--- config.mk ---
export PLATFORM = sky130hd
export DESIGN_NAME = two_phase_commit_vote_table_flat
export DESIGN_NICKNAME = d
export VERILOG_FILES = /design/src/hw/rtl/tpcvt_pkg.sv /design/src/hw/rtl/tpcvt_if.sv /design/src/hw/rtl/tpcvt_datapath.sv /design/src/hw/rtl/tpcvt_ctrl.sv /design/src/hw/rtl/two_phase_commit_vote_table.sv /design/src/flat_wrapper.sv
export SDC_FILE = /design/constraint.sdc
export NUM_CORES = 1
export LEC_CHECK = 0
export BUFFER_PORTS_ARGS = -buffer_cell sky130_fd_sc_hd__buf_2
export CORE_UTILIZATION = 55
export DETAILED_ROUTE_END_ITERATION = 8
export GPL_ROUTABILITY_DRIVEN = 0
export PLACE_DENSITY = 0.8
export SYNTH_ARGS = -nofsm -noshare
export SYNTH_HDL_FRONTEND = slang
export SYNTH_SLANG_ARGS = --single-unit
--- constraint.sdc ---
create_clock -name i_clk -period 6.2 [get_ports i_clk]
set_input_delay 0.93 -clock i_clk [delete_from_list [all_inputs] [get_ports i_clk]]
set_output_delay 0.93 -clock i_clk [all_outputs]
set_load 0.02 [all_outputs]
--- src/hw/rtl/tpcvt_pkg.sv ---
package tpcvt_pkg;

    // Table geometry.
    localparam int NUM_SLOTS        = 16;
    localparam int MAX_PARTICIPANTS = 8;
    localparam int SLOT_W           = (NUM_SLOTS > 1) ? $clog2(NUM_SLOTS) : 1;
    localparam int NEXT_W           = $clog2(NUM_SLOTS + 1);

    // Field widths of the items.
    localparam int OP_W       = 3;
    localparam int TX_SLOT_W  = 4;
    localparam int PART_W     = 3;
    localparam int STATUS_W   = 2;
    localparam int ERR_W      = 3;
    localparam int AGE_W      = 16;
    localparam int TIMEOUT_W  = 16;

    // Width used for range checks against the table geometry.
    localparam int WIDE_W = 10;

    localparam logic [TIMEOUT_W-1:0] TIMEOUT_RESET = 16'd100;
    localparam logic [AGE_W-1:0]     AGE_MAX       = '1;

    typedef logic [MAX_PARTICIPANTS-1:0] t_pmask;

    typedef enum logic [OP_W-1:0] {
        OP_BEGIN    = 3'd0,
        OP_REGISTER = 3'd1,
        OP_VOTE     = 3'd2,
        OP_QUERY    = 3'd3,
        OP_TICK     = 3'd4
    } t_op;

    typedef enum logic [1:0] {
        SLOT_UNUSED    = 2'd0,
        SLOT_PENDING   = 2'd1,
        SLOT_COMMITTED = 2'd2,
        SLOT_ROLLED    = 2'd3
    } t_slot_st;

    typedef enum logic [STATUS_W-1:0] {
        TX_PENDING   = 2'd0,
        TX_COMMITTED = 2'd1,
        TX_ROLLED    = 2'd2
    } t_tx_st;

    typedef enum logic [ERR_W-1:0] {
        ERR_OK      = 3'd0,
        ERR_UNKNOWN = 3'd1,
        ERR_DUP     = 3'd2,
        ERR_NOTREG  = 3'd3,
        ERR_FULL    = 3'd4
    } t_err;

    // Commands from the controller to the datapath.
    typedef struct packed {
        logic              capture;
        logic              sweep;
        logic              exec;
        logic [SLOT_W-1:0] sweep_idx;
    } t_dp_cmd;

    // Status from the datapath to the controller.
    typedef struct packed {
        logic in_is_tick;
    } t_dp_stat;

    // Reported status of a slot; an unused slot reads as pending.
    function automatic t_tx_st tx_status_of(input t_slot_st st);
        t_tx_st res;
        unique case (st)
            SLOT_UNUSED, SLOT_PENDING: res = TX_PENDING;
            SLOT_COMMITTED:            res = TX_COMMITTED;
            SLOT_ROLLED:               res = TX_ROLLED;
            default:                   res = TX_PENDING;
        endcase
        return res;
    endfunction

endpackage

--- src/hw/rtl/tpcvt_if.sv ---
interface tpcvt_in_if;
    import tpcvt_pkg::*;

    logic                 valid;
    logic                 ready;
    logic [OP_W-1:0]      operation;
    logic [TX_SLOT_W-1:0] tx_slot;
    logic [PART_W-1:0]    participant;
    logic                 vote_commit;

    modport source (output valid, output operation, output tx_slot, output participant,
                    output vote_commit, input ready);
    modport sink   (input valid, input operation, input tx_slot, input participant,
                    input vote_commit, output ready);
endinterface

interface tpcvt_out_if;
    import tpcvt_pkg::*;

    logic                 valid;
    logic                 ready;
    logic [TX_SLOT_W-1:0] slot_out;
    logic [STATUS_W-1:0]  tx_status;
    logic [ERR_W-1:0]     error_code;

    modport source (output valid, output slot_out, output tx_status, output error_code,
                    input ready);
    modport sink   (input valid, input slot_out, input tx_status, input error_code,
                    output ready);
endinterface

--- src/hw/rtl/tpcvt_datapath.sv ---
module tpcvt_datapath (
    input  logic                              i_clk,
    input  logic                              i_rst_n,
    input  logic                              i_cfg_wr_en,
    input  logic [tpcvt_pkg::TIMEOUT_W-1:0]   i_cfg_wr_data,
    input  logic [tpcvt_pkg::OP_W-1:0]        i_operation,
    input  logic [tpcvt_pkg::TX_SLOT_W-1:0]   i_tx_slot,
    input  logic [tpcvt_pkg::PART_W-1:0]      i_participant,
    input  logic                              i_vote_commit,
    input  tpcvt_pkg::t_dp_cmd                i_cmd,
    output tpcvt_pkg::t_dp_stat               o_stat,
    output logic [tpcvt_pkg::TX_SLOT_W-1:0]   o_slot_out,
    output logic [tpcvt_pkg::STATUS_W-1:0]    o_tx_status,
    output logic [tpcvt_pkg::ERR_W-1:0]       o_error_code
);
    import tpcvt_pkg::*;

    // Slot table. Only the status needs a reset; begin clears the rest of a slot.
    t_slot_st           r_status [NUM_SLOTS];
    t_pmask             r_pmask  [NUM_SLOTS];
    t_pmask             r_vmask  [NUM_SLOTS];
    logic [AGE_W-1:0]   r_age    [NUM_SLOTS];
    logic [NEXT_W-1:0]  r_next_slot;
    logic [TIMEOUT_W-1:0] r_timeout;

    // Captured item.
    logic [OP_W-1:0]      r_op;
    logic [TX_SLOT_W-1:0] r_slot;
    logic [PART_W-1:0]    r_part;
    logic                 r_yes;

    // Result register.
    logic [TX_SLOT_W-1:0] r_slot_out;
    t_tx_st               r_tx_status;
    t_err                 r_err;

    logic [WIDE_W-1:0]    addr_wide;
    logic                 slot_in_range;
    logic                 part_in_range;
    logic [SLOT_W-1:0]    addr_idx;
    logic [SLOT_W-1:0]    rd_idx;
    t_pmask               part_bit;
    t_slot_st             rd_st;
    t_pmask               rd_pm;
    t_pmask               rd_vm;
    logic [AGE_W-1:0]     rd_age;
    logic [AGE_W-1:0]     age_inc;
    t_pmask               vm_new;

    logic                 wr_en;
    logic [SLOT_W-1:0]    wr_idx;
    t_slot_st             wr_st;
    t_pmask               wr_pm;
    t_pmask               wr_vm;
    logic [AGE_W-1:0]     wr_age;
    logic                 next_inc;
    logic [TX_SLOT_W-1:0] n_slot_out;
    t_tx_st               n_tx_status;
    t_err                 n_err;

    assign o_stat.in_is_tick = (i_operation == OP_TICK);

    // Address decode and the single read port of the table.
    always_comb begin
        addr_wide     = WIDE_W'(r_slot);
        slot_in_range = addr_wide < WIDE_W'(NUM_SLOTS);
        part_in_range = WIDE_W'(r_part) < WIDE_W'(MAX_PARTICIPANTS);
        addr_idx      = addr_wide[SLOT_W-1:0];
        part_bit      = t_pmask'(1) << r_part;
        rd_idx        = i_cmd.sweep ? i_cmd.sweep_idx : addr_idx;
        rd_st         = r_status[rd_idx];
        rd_pm         = r_pmask[rd_idx];
        rd_vm         = r_vmask[rd_idx];
        rd_age        = r_age[rd_idx];
        age_inc       = (rd_age == AGE_MAX) ? rd_age : rd_age + 1'b1;
        vm_new        = rd_vm | part_bit;
    end

    // Operation logic: one read-modify-write of a slot and the result.
    always_comb begin
        wr_en       = 1'b0;
        wr_idx      = rd_idx;
        wr_st       = rd_st;
        wr_pm       = rd_pm;
        wr_vm       = rd_vm;
        wr_age      = rd_age;
        next_inc    = 1'b0;
        n_slot_out  = '0;
        n_tx_status = TX_PENDING;
        n_err       = ERR_OK;

        if (i_cmd.sweep) begin
            // Timeout sweep: age a pending slot and roll it back when overdue with votes missing.
            if (rd_st == SLOT_PENDING) begin
                wr_en  = 1'b1;
                wr_age = age_inc;
                if (age_inc > r_timeout && rd_vm != rd_pm) begin
                    wr_st = SLOT_ROLLED;
                end
            end
        end else if (i_cmd.exec) begin
            unique case (r_op)
                OP_BEGIN: begin
                    if (r_next_slot >= NEXT_W'(NUM_SLOTS)) begin
                        n_err = ERR_FULL;
                    end else begin
                        wr_en      = 1'b1;
                        wr_idx     = r_next_slot[SLOT_W-1:0];
                        wr_st      = SLOT_PENDING;
                        wr_pm      = '0;
                        wr_vm      = '0;
                        wr_age     = '0;
                        next_inc   = 1'b1;
                        n_slot_out = TX_SLOT_W'(r_next_slot);
                    end
                end
                OP_REGISTER, OP_VOTE, OP_QUERY: begin
                    n_slot_out = r_slot;
                    if (!slot_in_range || rd_st == SLOT_UNUSED) begin
                        n_err = ERR_UNKNOWN;
                    end else begin
                        n_tx_status = tx_status_of(rd_st);
                        priority if (r_op == OP_QUERY) begin
                            n_err = ERR_OK;
                        end else if (!part_in_range) begin
                            n_err = ERR_NOTREG;
                        end else if (r_op == OP_REGISTER) begin
                            if ((rd_pm & part_bit) != '0) begin
                                n_err = ERR_DUP;
                            end else begin
                                wr_en = 1'b1;
                                wr_pm = rd_pm | part_bit;
                            end
                        end else begin
                            // Vote: record it, then decide a pending slot.
                            if ((rd_pm & part_bit) == '0) begin
                                n_err = ERR_NOTREG;
                            end else begin
                                wr_en = 1'b1;
                                wr_vm = vm_new;
                                if (rd_st == SLOT_PENDING) begin
                                    if (!r_yes) begin
                                        wr_st = SLOT_ROLLED;
                                    end else if (vm_new == rd_pm) begin
                                        wr_st = SLOT_COMMITTED;
                                    end
                                end
                                n_tx_status = tx_status_of(wr_st);
                            end
                        end
                    end
                end
                default: begin
                    n_err = ERR_OK;
                end
            endcase
        end
    end

    // Control registers: table status, allocation counter and timeout.
    always_ff @(posedge i_clk) begin
        if (!i_rst_n) begin
            for (int k = 0; k < NUM_SLOTS; k++) begin
                r_status[k] <= SLOT_UNUSED;
            end
            r_next_slot <= '0;
            r_timeout   <= TIMEOUT_RESET;
        end else begin
            if (wr_en) begin
                r_status[wr_idx] <= wr_st;
            end
            if (next_inc) begin
                r_next_slot <= r_next_slot + 1'b1;
            end
            if (i_cfg_wr_en) begin
                r_timeout <= i_cfg_wr_data;
            end
        end
    end

    // Payload registers: slot contents, captured item and result.
    always_ff @(posedge i_clk) begin
        if (wr_en) begin
            r_pmask[wr_idx] <= wr_pm;
            r_vmask[wr_idx] <= wr_vm;
            r_age[wr_idx]   <= wr_age;
        end
        if (i_cmd.capture) begin
            r_op   <= i_operation;
            r_slot <= i_tx_slot;
            r_part <= i_participant;
            r_yes  <= i_vote_commit;
        end
        if (i_cmd.exec) begin
            r_slot_out  <= n_slot_out;
            r_tx_status <= n_tx_status;
            r_err       <= n_err;
        end
    end

    assign o_slot_out   = r_slot_out;
    assign o_tx_status  = r_tx_status;
    assign o_error_code = r_err;

endmodule

--- src/hw/rtl/tpcvt_ctrl.sv ---
module tpcvt_ctrl (
    input  logic                 i_clk,
    input  logic                 i_rst_n,
    input  logic                 i_in_valid,
    output logic                 o_in_ready,
    output logic                 o_out_valid,
    input  logic                 i_out_ready,
    input  tpcvt_pkg::t_dp_stat  i_stat,
    output tpcvt_pkg::t_dp_cmd   o_cmd
);
    import tpcvt_pkg::*;

    typedef enum logic [1:0] {
        S_IDLE,
        S_SWEEP,
        S_EXEC
    } t_state;

    t_state            r_state;
    logic              r_in_ready;
    logic              r_out_valid;
    logic [SLOT_W-1:0] r_idx;

    logic accept;
    logic out_free;

    // Handshake decode and datapath commands.
    always_comb begin
        accept          = i_in_valid && r_in_ready;
        out_free        = !r_out_valid || i_out_ready;
        o_cmd.capture   = accept;
        o_cmd.sweep     = (r_state == S_SWEEP);
        o_cmd.exec      = (r_state == S_EXEC) && out_free;
        o_cmd.sweep_idx = r_idx;
    end

    // State machine with registered ready and valid.
    always_ff @(posedge i_clk) begin
        if (!i_rst_n) begin
            r_state     <= S_IDLE;
            r_in_ready  <= 1'b0;
            r_out_valid <= 1'b0;
            r_idx       <= '0;
        end else begin
            if (r_out_valid && i_out_ready) begin
                r_out_valid <= 1'b0;
            end
            unique case (r_state)
                S_IDLE: begin
                    if (accept) begin
                        r_in_ready <= 1'b0;
                        r_idx      <= '0;
                        r_state    <= i_stat.in_is_tick ? S_SWEEP : S_EXEC;
                    end else begin
                        // Ready opens in the first idle cycle after reset.
                        r_in_ready <= 1'b1;
                    end
                end
                S_SWEEP: begin
                    r_idx <= r_idx + 1'b1;
                    if (r_idx == SLOT_W'(NUM_SLOTS - 1)) begin
                        r_state <= S_EXEC;
                    end
                end
                S_EXEC: begin
                    if (out_free) begin
                        r_out_valid <= 1'b1;
                        r_in_ready  <= 1'b1;
                        r_state     <= S_IDLE;
                    end
                end
                default: begin
                    r_state <= S_IDLE;
                end
            endcase
        end
    end

    assign o_in_ready  = r_in_ready;
    assign o_out_valid = r_out_valid;

endmodule

--- src/hw/rtl/two_phase_commit_vote_table.sv ---
// Two-phase commit coordinator vote table.
// The input channel takes one item: an operation (begin, register, vote, query
// or tick) with a slot, a participant and a vote bit. Every item gives exactly one
// result item on the output channel: the slot, its status and an error code.
// For begin, register, vote and query, the accepted item is captured, then one
// read-modify-write of the slot table loads the result register once the output
// register is free; the input reopens in the same cycle as the result turns valid.
// A tick walks the table one slot per cycle, then loads its result the same way.
// The block takes no new item until the current one has loaded its result.
// The prepare timeout register (reset 100 ticks) is written through the write enable
// and data inputs; the user must write it only while the block is idle (not enforced).
// Reset empties the table: all slots unused, allocation restarts at slot 0.
// The input is not ready during reset and opens in the cycle after it is released.
// The result sits in an output register. While the receiver stalls, the block
// still accepts one more item and holds it until the output register is free.
module two_phase_commit_vote_table (
    input  logic                            i_clk,
    input  logic                            i_rst_n,
    input  logic                            i_cfg_wr_en,
    input  logic [tpcvt_pkg::TIMEOUT_W-1:0] i_cfg_wr_data,
    tpcvt_in_if.sink                        i_in,
    tpcvt_out_if.source                     o_out
);
    import tpcvt_pkg::*;

    t_dp_cmd  dp_cmd;
    t_dp_stat dp_stat;

    // Sequencer for capture, timeout sweep and result hand-off.
    tpcvt_ctrl u_ctrl (
        .i_clk       (i_clk),
        .i_rst_n     (i_rst_n),
        .i_in_valid  (i_in.valid),
        .o_in_ready  (i_in.ready),
        .o_out_valid (o_out.valid),
        .i_out_ready (o_out.ready),
        .i_stat      (dp_stat),
        .o_cmd       (dp_cmd)
    );

    // Slot table, operation logic and result register.
    tpcvt_datapath u_datapath (
        .i_clk         (i_clk),
        .i_rst_n       (i_rst_n),
        .i_cfg_wr_en   (i_cfg_wr_en),
        .i_cfg_wr_data (i_cfg_wr_data),
        .i_operation   (i_in.operation),
        .i_tx_slot     (i_in.tx_slot),
        .i_participant (i_in.participant),
        .i_vote_commit (i_in.vote_commit),
        .i_cmd         (dp_cmd),
        .o_stat        (dp_stat),
        .o_slot_out    (o_out.slot_out),
        .o_tx_status   (o_out.tx_status),
        .o_error_code  (o_out.error_code)
    );

endmodule

--- src/flat_wrapper.sv ---
// flat-port wrapper written by rule: the top's interface ports become plain ports
module two_phase_commit_vote_table_flat import tpcvt_pkg::*;
  (i_clk, i_rst_n, i_cfg_wr_en, i_cfg_wr_data, i_in_valid, i_in_operation, i_in_tx_slot, i_in_participant, i_in_vote_commit, i_in_ready, o_out_valid, o_out_slot_out, o_out_tx_status, o_out_error_code, o_out_ready);
  tpcvt_in_if i_in_i ();
  tpcvt_out_if o_out_i ();
  input  logic i_clk;
  input  logic i_rst_n;
  input  logic i_cfg_wr_en;
  input  logic [tpcvt_pkg::TIMEOUT_W-1:0] i_cfg_wr_data;
  input wire logic [$bits(i_in_i.valid)-1:0] i_in_valid;
  input wire logic [$bits(i_in_i.operation)-1:0] i_in_operation;
  input wire logic [$bits(i_in_i.tx_slot)-1:0] i_in_tx_slot;
  input wire logic [$bits(i_in_i.participant)-1:0] i_in_participant;
  input wire logic [$bits(i_in_i.vote_commit)-1:0] i_in_vote_commit;
  output wire logic [$bits(i_in_i.ready)-1:0] i_in_ready;
  output wire logic [$bits(o_out_i.valid)-1:0] o_out_valid;
  output wire logic [$bits(o_out_i.slot_out)-1:0] o_out_slot_out;
  output wire logic [$bits(o_out_i.tx_status)-1:0] o_out_tx_status;
  output wire logic [$bits(o_out_i.error_code)-1:0] o_out_error_code;
  input wire logic [$bits(o_out_i.ready)-1:0] o_out_ready;
  assign i_in_i.valid = i_in_valid;
  assign i_in_i.operation = i_in_operation;
  assign i_in_i.tx_slot = i_in_tx_slot;
  assign i_in_i.participant = i_in_participant;
  assign i_in_i.vote_commit = i_in_vote_commit;
  assign i_in_ready = i_in_i.ready;
  assign o_out_valid = o_out_i.valid;
  assign o_out_slot_out = o_out_i.slot_out;
  assign o_out_tx_status = o_out_i.tx_status;
  assign o_out_error_code = o_out_i.error_code;
  assign o_out_i.ready = o_out_ready;
  two_phase_commit_vote_table u_core (.i_clk(i_clk), .i_rst_n(i_rst_n), .i_cfg_wr_en(i_cfg_wr_en), .i_cfg_wr_data(i_cfg_wr_data), .i_in(i_in_i), .o_out(o_out_i));
endmodule
======== After elaboration in Yosys (flattened, before gate mapping) ========
Memories as Yosys holds them, arrays and structs flattened.
Index checks and enable logic that the tools add are counted.
cells by class
  shifts and indexed selects .............. 1
  $lt $le $gt $ge ......................... 2
  eq/ne operators ......................... 19
  bitwise gates (word level) .............. 4
  add/sub/neg operators ................... 3
  reductions and logical operators ........ 22
  multiplexer cells ....................... 95
operators by type and width
  operator                                                                count
  8-bit 2-to-1 mux                                                        14
  16-bit 2-to-1 mux                                                       6
  2-bit 2-to-1 mux                                                        29
  4-bit 2-to-1 mux                                                        8
  8-bit case mux with 2 select lines                                      2
  1-bit 2-to-1 mux                                                        23
  2-bit case mux with 3 select lines                                      3
  16-bit by 1-bit adder with 16-bit output (second input constant)        1
  16-bit equality test (second input constant)                            1
  16-bit greater-than comparator                                          1
  8-bit bitwise OR                                                        2
  4-bit case mux with 2 select lines                                      2
  3-bit 2-to-1 mux                                                        4
  2-bit equality test (second input constant)                             5
  8-bit AND                                                               1
  8-bit equality test                                                     1
  8-bit zero test                                                         1
  8-bit inequality test                                                   1
  8-bit nonzero test                                                      1
  1-bit by 3-bit << shifter with 8-bit output (first input constant)      1
  2-bit by 1-bit equality test with 1-bit output (second input constant)  3
  3-bit by 2-bit equality test with 1-bit output (second input constant)  2
  2-bit zero test                                                         3
  3-bit case mux with 2 select lines                                      1
  20 further kinds                                                        30
word-level totals
  flip-flop bits (word level) ............. 49
  output and inout bits ................... 11
  memories kept ........................... 4
  word-level logic and storage cells ...... 163
  input bits .............................. 32
  RAM bits ................................ 544
memory list
  memory                      depth  width  rd ports  clocked after memory_dff  wr ports  RTL line              text
  u_core.u_datapath.r_age     16     16     1         0                         1         tpcvt_datapath.sv:22  logic [AGE_W-1:0] r_age [NUM_SLOTS];
  u_core.u_datapath.r_pmask   16     8      1         0                         1         tpcvt_datapath.sv:20  t_pmask r_pmask [NUM_SLOTS];
  u_core.u_datapath.r_vmask   16     8      1         0                         1         tpcvt_datapath.sv:21  t_pmask r_vmask [NUM_SLOTS];
  u_core.u_datapath.r_status  16     2      1         0                         16        tpcvt_datapath.sv:19  t_slot_st r_status [NUM_SLOTS];

======== Longest topological paths before layout ========
An unclocked memory read counts as a cell.
  word-level depth ........................ 23
  mapped depth ............................ 30
  gate-level depth less buffers ........... 22

======== By module ========
From an unflattened synthesis, not the netlist that was laid out.
second synthesis, totals
  cell total of the unflattened synthesis .. 1,681
  area, all modules ....................... 25,781.0 µm²
by module, submodules not included
  module          area each (µm²)  instances  cells each  seq. area each (µm²)
  tpcvt_datapath  25,378.1         1          1,635       17,356.6
  tpcvt_ctrl      402.9            1          46          160.2

======== Worst setup path after synthesis ========
OpenSTA, ideal clock, no wires.
  path kind ............................... register to register
  start ................................... reg u_core.u_ctrl.r_state[1]
  end ..................................... mem u_core.u_datapath.r_status[10][1] (netlist name), data pin
  buffers on the path ..................... 6
  data arrival time ....................... 6,412 ps
  cell stages (with the launch flop) ...... 28
  data required time ...................... 5,930 ps
  setup time .............................. 270 ps
  setup slack ............................. -483 ps
  period minus slack after synthesis ...... 6,683 ps
  cells stage by stage .................... dfxtp_1 > nand2b_1 > buf_2 > mux2i_1 > buf_2 > buf_1 > clkbuf_1 > nor2_1 > o41ai_1 > ha_1 > nand3_1 > or4_1 > buf_6 > and2_1 > nor2b_1 > xor2_1 > ha_1 > and3_1 > a221o_1 > a21o_1 > a21o_1 > a21o_1 > a221o_1 > o311ai_0 > a21oi_1 > nor3_1 > clkbuf_1 > nor4b_1
RTL lines
  item                    RTL line              text
  start, declared         tpcvt_ctrl.sv:19      t_state r_state;
  start signal, assigned  tpcvt_ctrl.sv:53      r_state <= i_stat.in_is_tick ? S_SWEEP : S_EXEC;
  end, declared           tpcvt_datapath.sv:19

==> flow_metrics.py <==
metrics = {
    "run_status": {
        "status": "complete, no violations",
    },
    "global_routing": {
        "grt-ovfl-total": 0,
        "grt_pass1_vias": 17600,
        "antenna_found_initial": 1,
        "grt_pass1_wl_microns": 106000,
        "grt_max_degree": 75,
        "grt.total_usage_pct": 28.8,
    },
    "cts": {
        "clkTransAtPathRegs_ns": 0.06,
        "cts_root_buffer": "clkbuf_16",
        "clk-insertion-delay-late_ns": 0.62,
        "cts_hold_buffers": 0,
        "clkSinkCount": 593,
        "cts_buffers": 57,
        "tritoncts": "yes",
        "htreeDepth": 2,
        "clock_path_buffers": 3,
    },
    "yosys": {
        "synth_warnings": 0,
        "synth.most_common_cell": "edfxtp_1",
        "netlist_instances": 1873,
        "post_synth.cell_area_avg_sq_um": 14.2,
        "async_flop_share_pct": 0,
        "ys_types": 90,
        "synth_area_leader_cell": "edfxtp_1",
        "synth-seq-area-share_pct": 65.7,
        "ys_ff_latch": 593,
        "synthesis.area_sq_um": 26700,
        "syn_nets": 1927,
        "synthTopCellsByCount": "564 x edfxtp_1, 180 x nand2_1, 141 x mux2i_1",
        "yosys-top-cells-area": "edfxtp_1 64%, mux2i_1 5.3%, mux4_2 4.4%, nand2_1 2.5%, dfxtp_1 2.2%",
        "ys.flop_type": "edfxtp_1",
        "synth.top_cell.area_share_pct": 63.5,
        "synth_edf_count": 564,
    },
    "pwr": {
        "leakagePower_uw": 0.0106,
        "p_int_uw": 6680,
        "seq_power_share_pct": 52.0,
        "p_sw_uw": 1940,
        "pwr-share-clk_pct": 39.6,
        "power_density_nw_per_um2": 284,
        "comb_power_share_pct": 8.3,
        "swShare_pct": 22.5,
        "ir_worst_vdd_v": 0.000239,
    },
    "job": {
        "maxCapViolCount": 0,
    },
    "drt": {
        "drcViolationCount": 0,
        "wl_per_cell_microns": 27.0,
        "drtPass1Iterations": 6,
        "routed_wl_microns": 71900,
        "vias": 17800,
        "antenna_left": 0,
        "drt-initial-drc-count": 2638,
        "vias_per_cell": 6.69,
    },
    "setup_path": {
        "reg2regPathDepth": 21,
        "crit_fanout": 14,
        "cp_common_cell": "a21o_1",
        "reg2reg_slack_ns": 0.15,
        "slowest_delay_ns": 0.62,
        "critPathRequiredTime_ns": 6.56,
        "start_kind": "flop",
        "worst-setup-path-type": "flop to flop",
        "reg2reg_to": "u_core.u_datapath.r_status[9][1]",
        "crit-reg2reg-launch": "u_core.u_ctrl.r_state[1]",
        "critPathCaptureType": "flop",
        "crit_cells": 21,
        "crit_end": "u_core.u_datapath.r_status[9][1]",
        "cp-startpoint": "u_core.u_ctrl.r_state[1]",
        "path_buf_inv": 2,
        "crit_family": "compound AO/OA/AOI/OAI gates",
        "crit_chain": "nand2b_4 -> mux2_2 -> buf_4 -> o41ai_1 -> o211ai_1 -> or4_4 -> and2_1 -> nor2b_1 -> xor2_1 -> ha_1 -> and3_1 -> a221o_1 -> a21o_1 -> a21o_1 -> a21o_1 -> a221o_1 -> o311ai_1 -> a21oi_1 -> nor3_2 -> buf_4 -> nor4b_1",
        "slowest_stage": "mux2_2",
        "arrival_ns": 6.41,
    },
    "worst_hold_path": {
        "hold_path.class": "flop to flop",
    },
    "timing": {
        "max_freq_ghz": 0.165,
        "worst_slew_pin_slew_ns": 1.36,
        "finalCritPeriodShare_pct": 97.6,
        "timing.final.hold_violations": 0,
        "slew_headroom_pct": 9.26,
        "whs_ns": 0.491,
        "maxSlewViolCount": 0,
        "min_period_ns": 6.05,
        "rsz0062_at_grt": "false",
        "setup_tns_ns": 0,
        "finalSetupViolations": 0,
        "fin_skew_ns": 0.0264,
        "fin_ws_ns": 0.149,
    },
    "die": {
        "coreArea_sq_um": 47700,
        "dieArea_sq_um": 49300,
        "fp-row-count": 80,
        "die_x_microns": 222,
        "die_y_microns": 222,
        "ios": 43,
        "start_util_pct": 55.8,
    },
    "cells_and_area": {
        "area_delta_synth_final_pct": 14.0,
        "n_fill_cell": 3307,
        "fin_nets": 2053,
        "drive_above_1_share_pct": 19.0,
    },
    "place": {
        "port_buffers": 42,
        "hpwl_microns": 43100,
        "post-place-ws_ns": 0.0738,
    },
}
==> what timing repair did <==
item                                    CTS  global route
gates resized for setup                   0            22
buffers inserted                          0            13
endpoints found under the setup margin    0            16
==> metal layers <==
metal / vias up / GRT usage (%) / routed length (microns)
met2: 1178 / 45.5 / 33600
met3: 255 / 5.01 / 7780
met5: - / 0 / 0
met4: 0 / 14.5 / 3900
li1: 7550 / - / -
met1: 8813 / 38.8 / 26700
==> layout make-up <==
| class | instances | area [sq um] | share of cell area (%) |
|---|---|---|---|
| Clock buffer | 72 | 1490 | 4.91 |
| Multi-Input combinational cell | 1136 | 8640 | 28.4 |
| Sequential cell | 593 | 17500 | 57.7 |
| Antenna cell | 1 | 2.50 | 0.00824 |
| Clock inverter | 33 | 317 | 1.04 |
| Inverter | 32 | 120 | 0.395 |
| Tap cell | 615 | 769 | 2.53 |
| Timing Repair Buffer | 179 | 1510 | 4.97 |
==> how the worst min path moves through the flow <==
| stage | startpoint | endpoint | slack [ns] | cells past startpoint |
|---|---|---|---|---|
| after CTS | i_in_vote_commit | u_core.u_datapath.r_yes | 0.49 | 1 |
| after global placement | u_core.u_datapath.r_timeout[2] | u_core.u_datapath.r_timeout[2] | 0.48 | 2 |
| after global routing | i_in_vote_commit | u_core.u_datapath.r_yes | 0.50 | 1 |
| after detailed placement | u_core.u_datapath.r_timeout[7] | u_core.u_datapath.r_timeout[7] | 0.48 | 2 |
| after floorplan | u_core.u_datapath.r_timeout[2] | u_core.u_datapath.r_timeout[2] | 0.46 | 2 |
| final | u_core.u_datapath.r_timeout[7] | u_core.u_datapath.r_timeout[7] | 0.49 | 2 |
==> per-stage QoR <==
step                      cells  utilization (%)  area (sq um)  power, uW
after floorplan            1873                -         26700       5010
after global placement     2539             59.3         28300       5220
after detailed placement   2539             59.3         28300       5250
after CTS                  2644             63.1         30100       8610
after global routing       2660             63.6         30400       8830
final                      2661             63.6         30400       8620
==> cell families after synthesis <==
| family | synth area share [%] |
|---|---|
| DFF | 65.7 |
| and+or+nand+nor | 10.4 |
| AOI/OAI and AO/OA | 8.74 |
| muxes | 10.1 |
| buffers and inverters | 3.01 |
| xor gates and xnor gates | 1.05 |
| adders and majority gates | 1.03 |
==> cells in the final DEF, fill, tap and decap left out, types with 25 or more instances in the layout <==
cell type / count
edfxtp_1: 564
nand2_1: 180
mux2i_1: 139
buf_4: 115
a21oi_1: 88
nor2_1: 72
nand2b_1: 72
o21ai_0: 67
clkbuf_16: 58
mux4_2: 52
o22ai_1: 46
buf_2: 42
inv_1: 31
and3_1: 28
dfxtp_1: 25
==> worst register-to-register path, stage by stage (launching register included) <==
cell	delay, ns
dfxtp_4	0.39
nand2b_4	0.28
mux2_2	0.62
buf_4	0.27
o41ai_1	0.50
o211ai_1	0.30
or4_4	0.47
and2_1	0.20
nor2b_1	0.15
xor2_1	0.16
ha_1	0.30
and3_1	0.19
a221o_1	0.29
a21o_1	0.19
a21o_1	0.17
a21o_1	0.18
a221o_1	0.34
o311ai_1	0.14
a21oi_1	0.10
nor3_2	0.23
buf_4	0.25
nor4b_1	0.08
==> registers in the layout, summed over array words and instances (netlist names) <==
name / count
u_core.u_datapath.r_pmask: 128
u_core.u_datapath.r_vmask: 128
u_core.u_ctrl.r_idx: 4
u_core.u_datapath.o_tx_status: 2
u_core.u_datapath.r_next_slot: 5
u_core.u_ctrl.o_out_valid: 1
u_core.u_ctrl.o_in_ready: 1
u_core.u_datapath.o_slot_out: 4
u_core.u_datapath.r_part: 3
u_core.u_datapath.r_status: 32
u_core.u_datapath.r_op: 3
u_core.u_ctrl.r_state: 2
u_core.u_datapath.o_error_code: 3
u_core.u_datapath.r_age: 256
u_core.u_datapath.addr_idx: 4
u_core.u_datapath.r_timeout: 16
u_core.u_datapath.r_yes: 1
==> power by group through the flow <==
stage | Clock, uW | Combinational (uW) | Sequential [uW]
2_1_floorplan | 0 | 441 | 4560
3_3_place_gp | 0 | 651 | 4570
4_1_cts | 3440 | 682 | 4480
5_1_grt | 3580 | 759 | 4480
3_5_place_dp | 0 | 678 | 4570
6_report | 3420 | 718 | 4480
No activity file was read; power rests on OpenSTA's default activity.
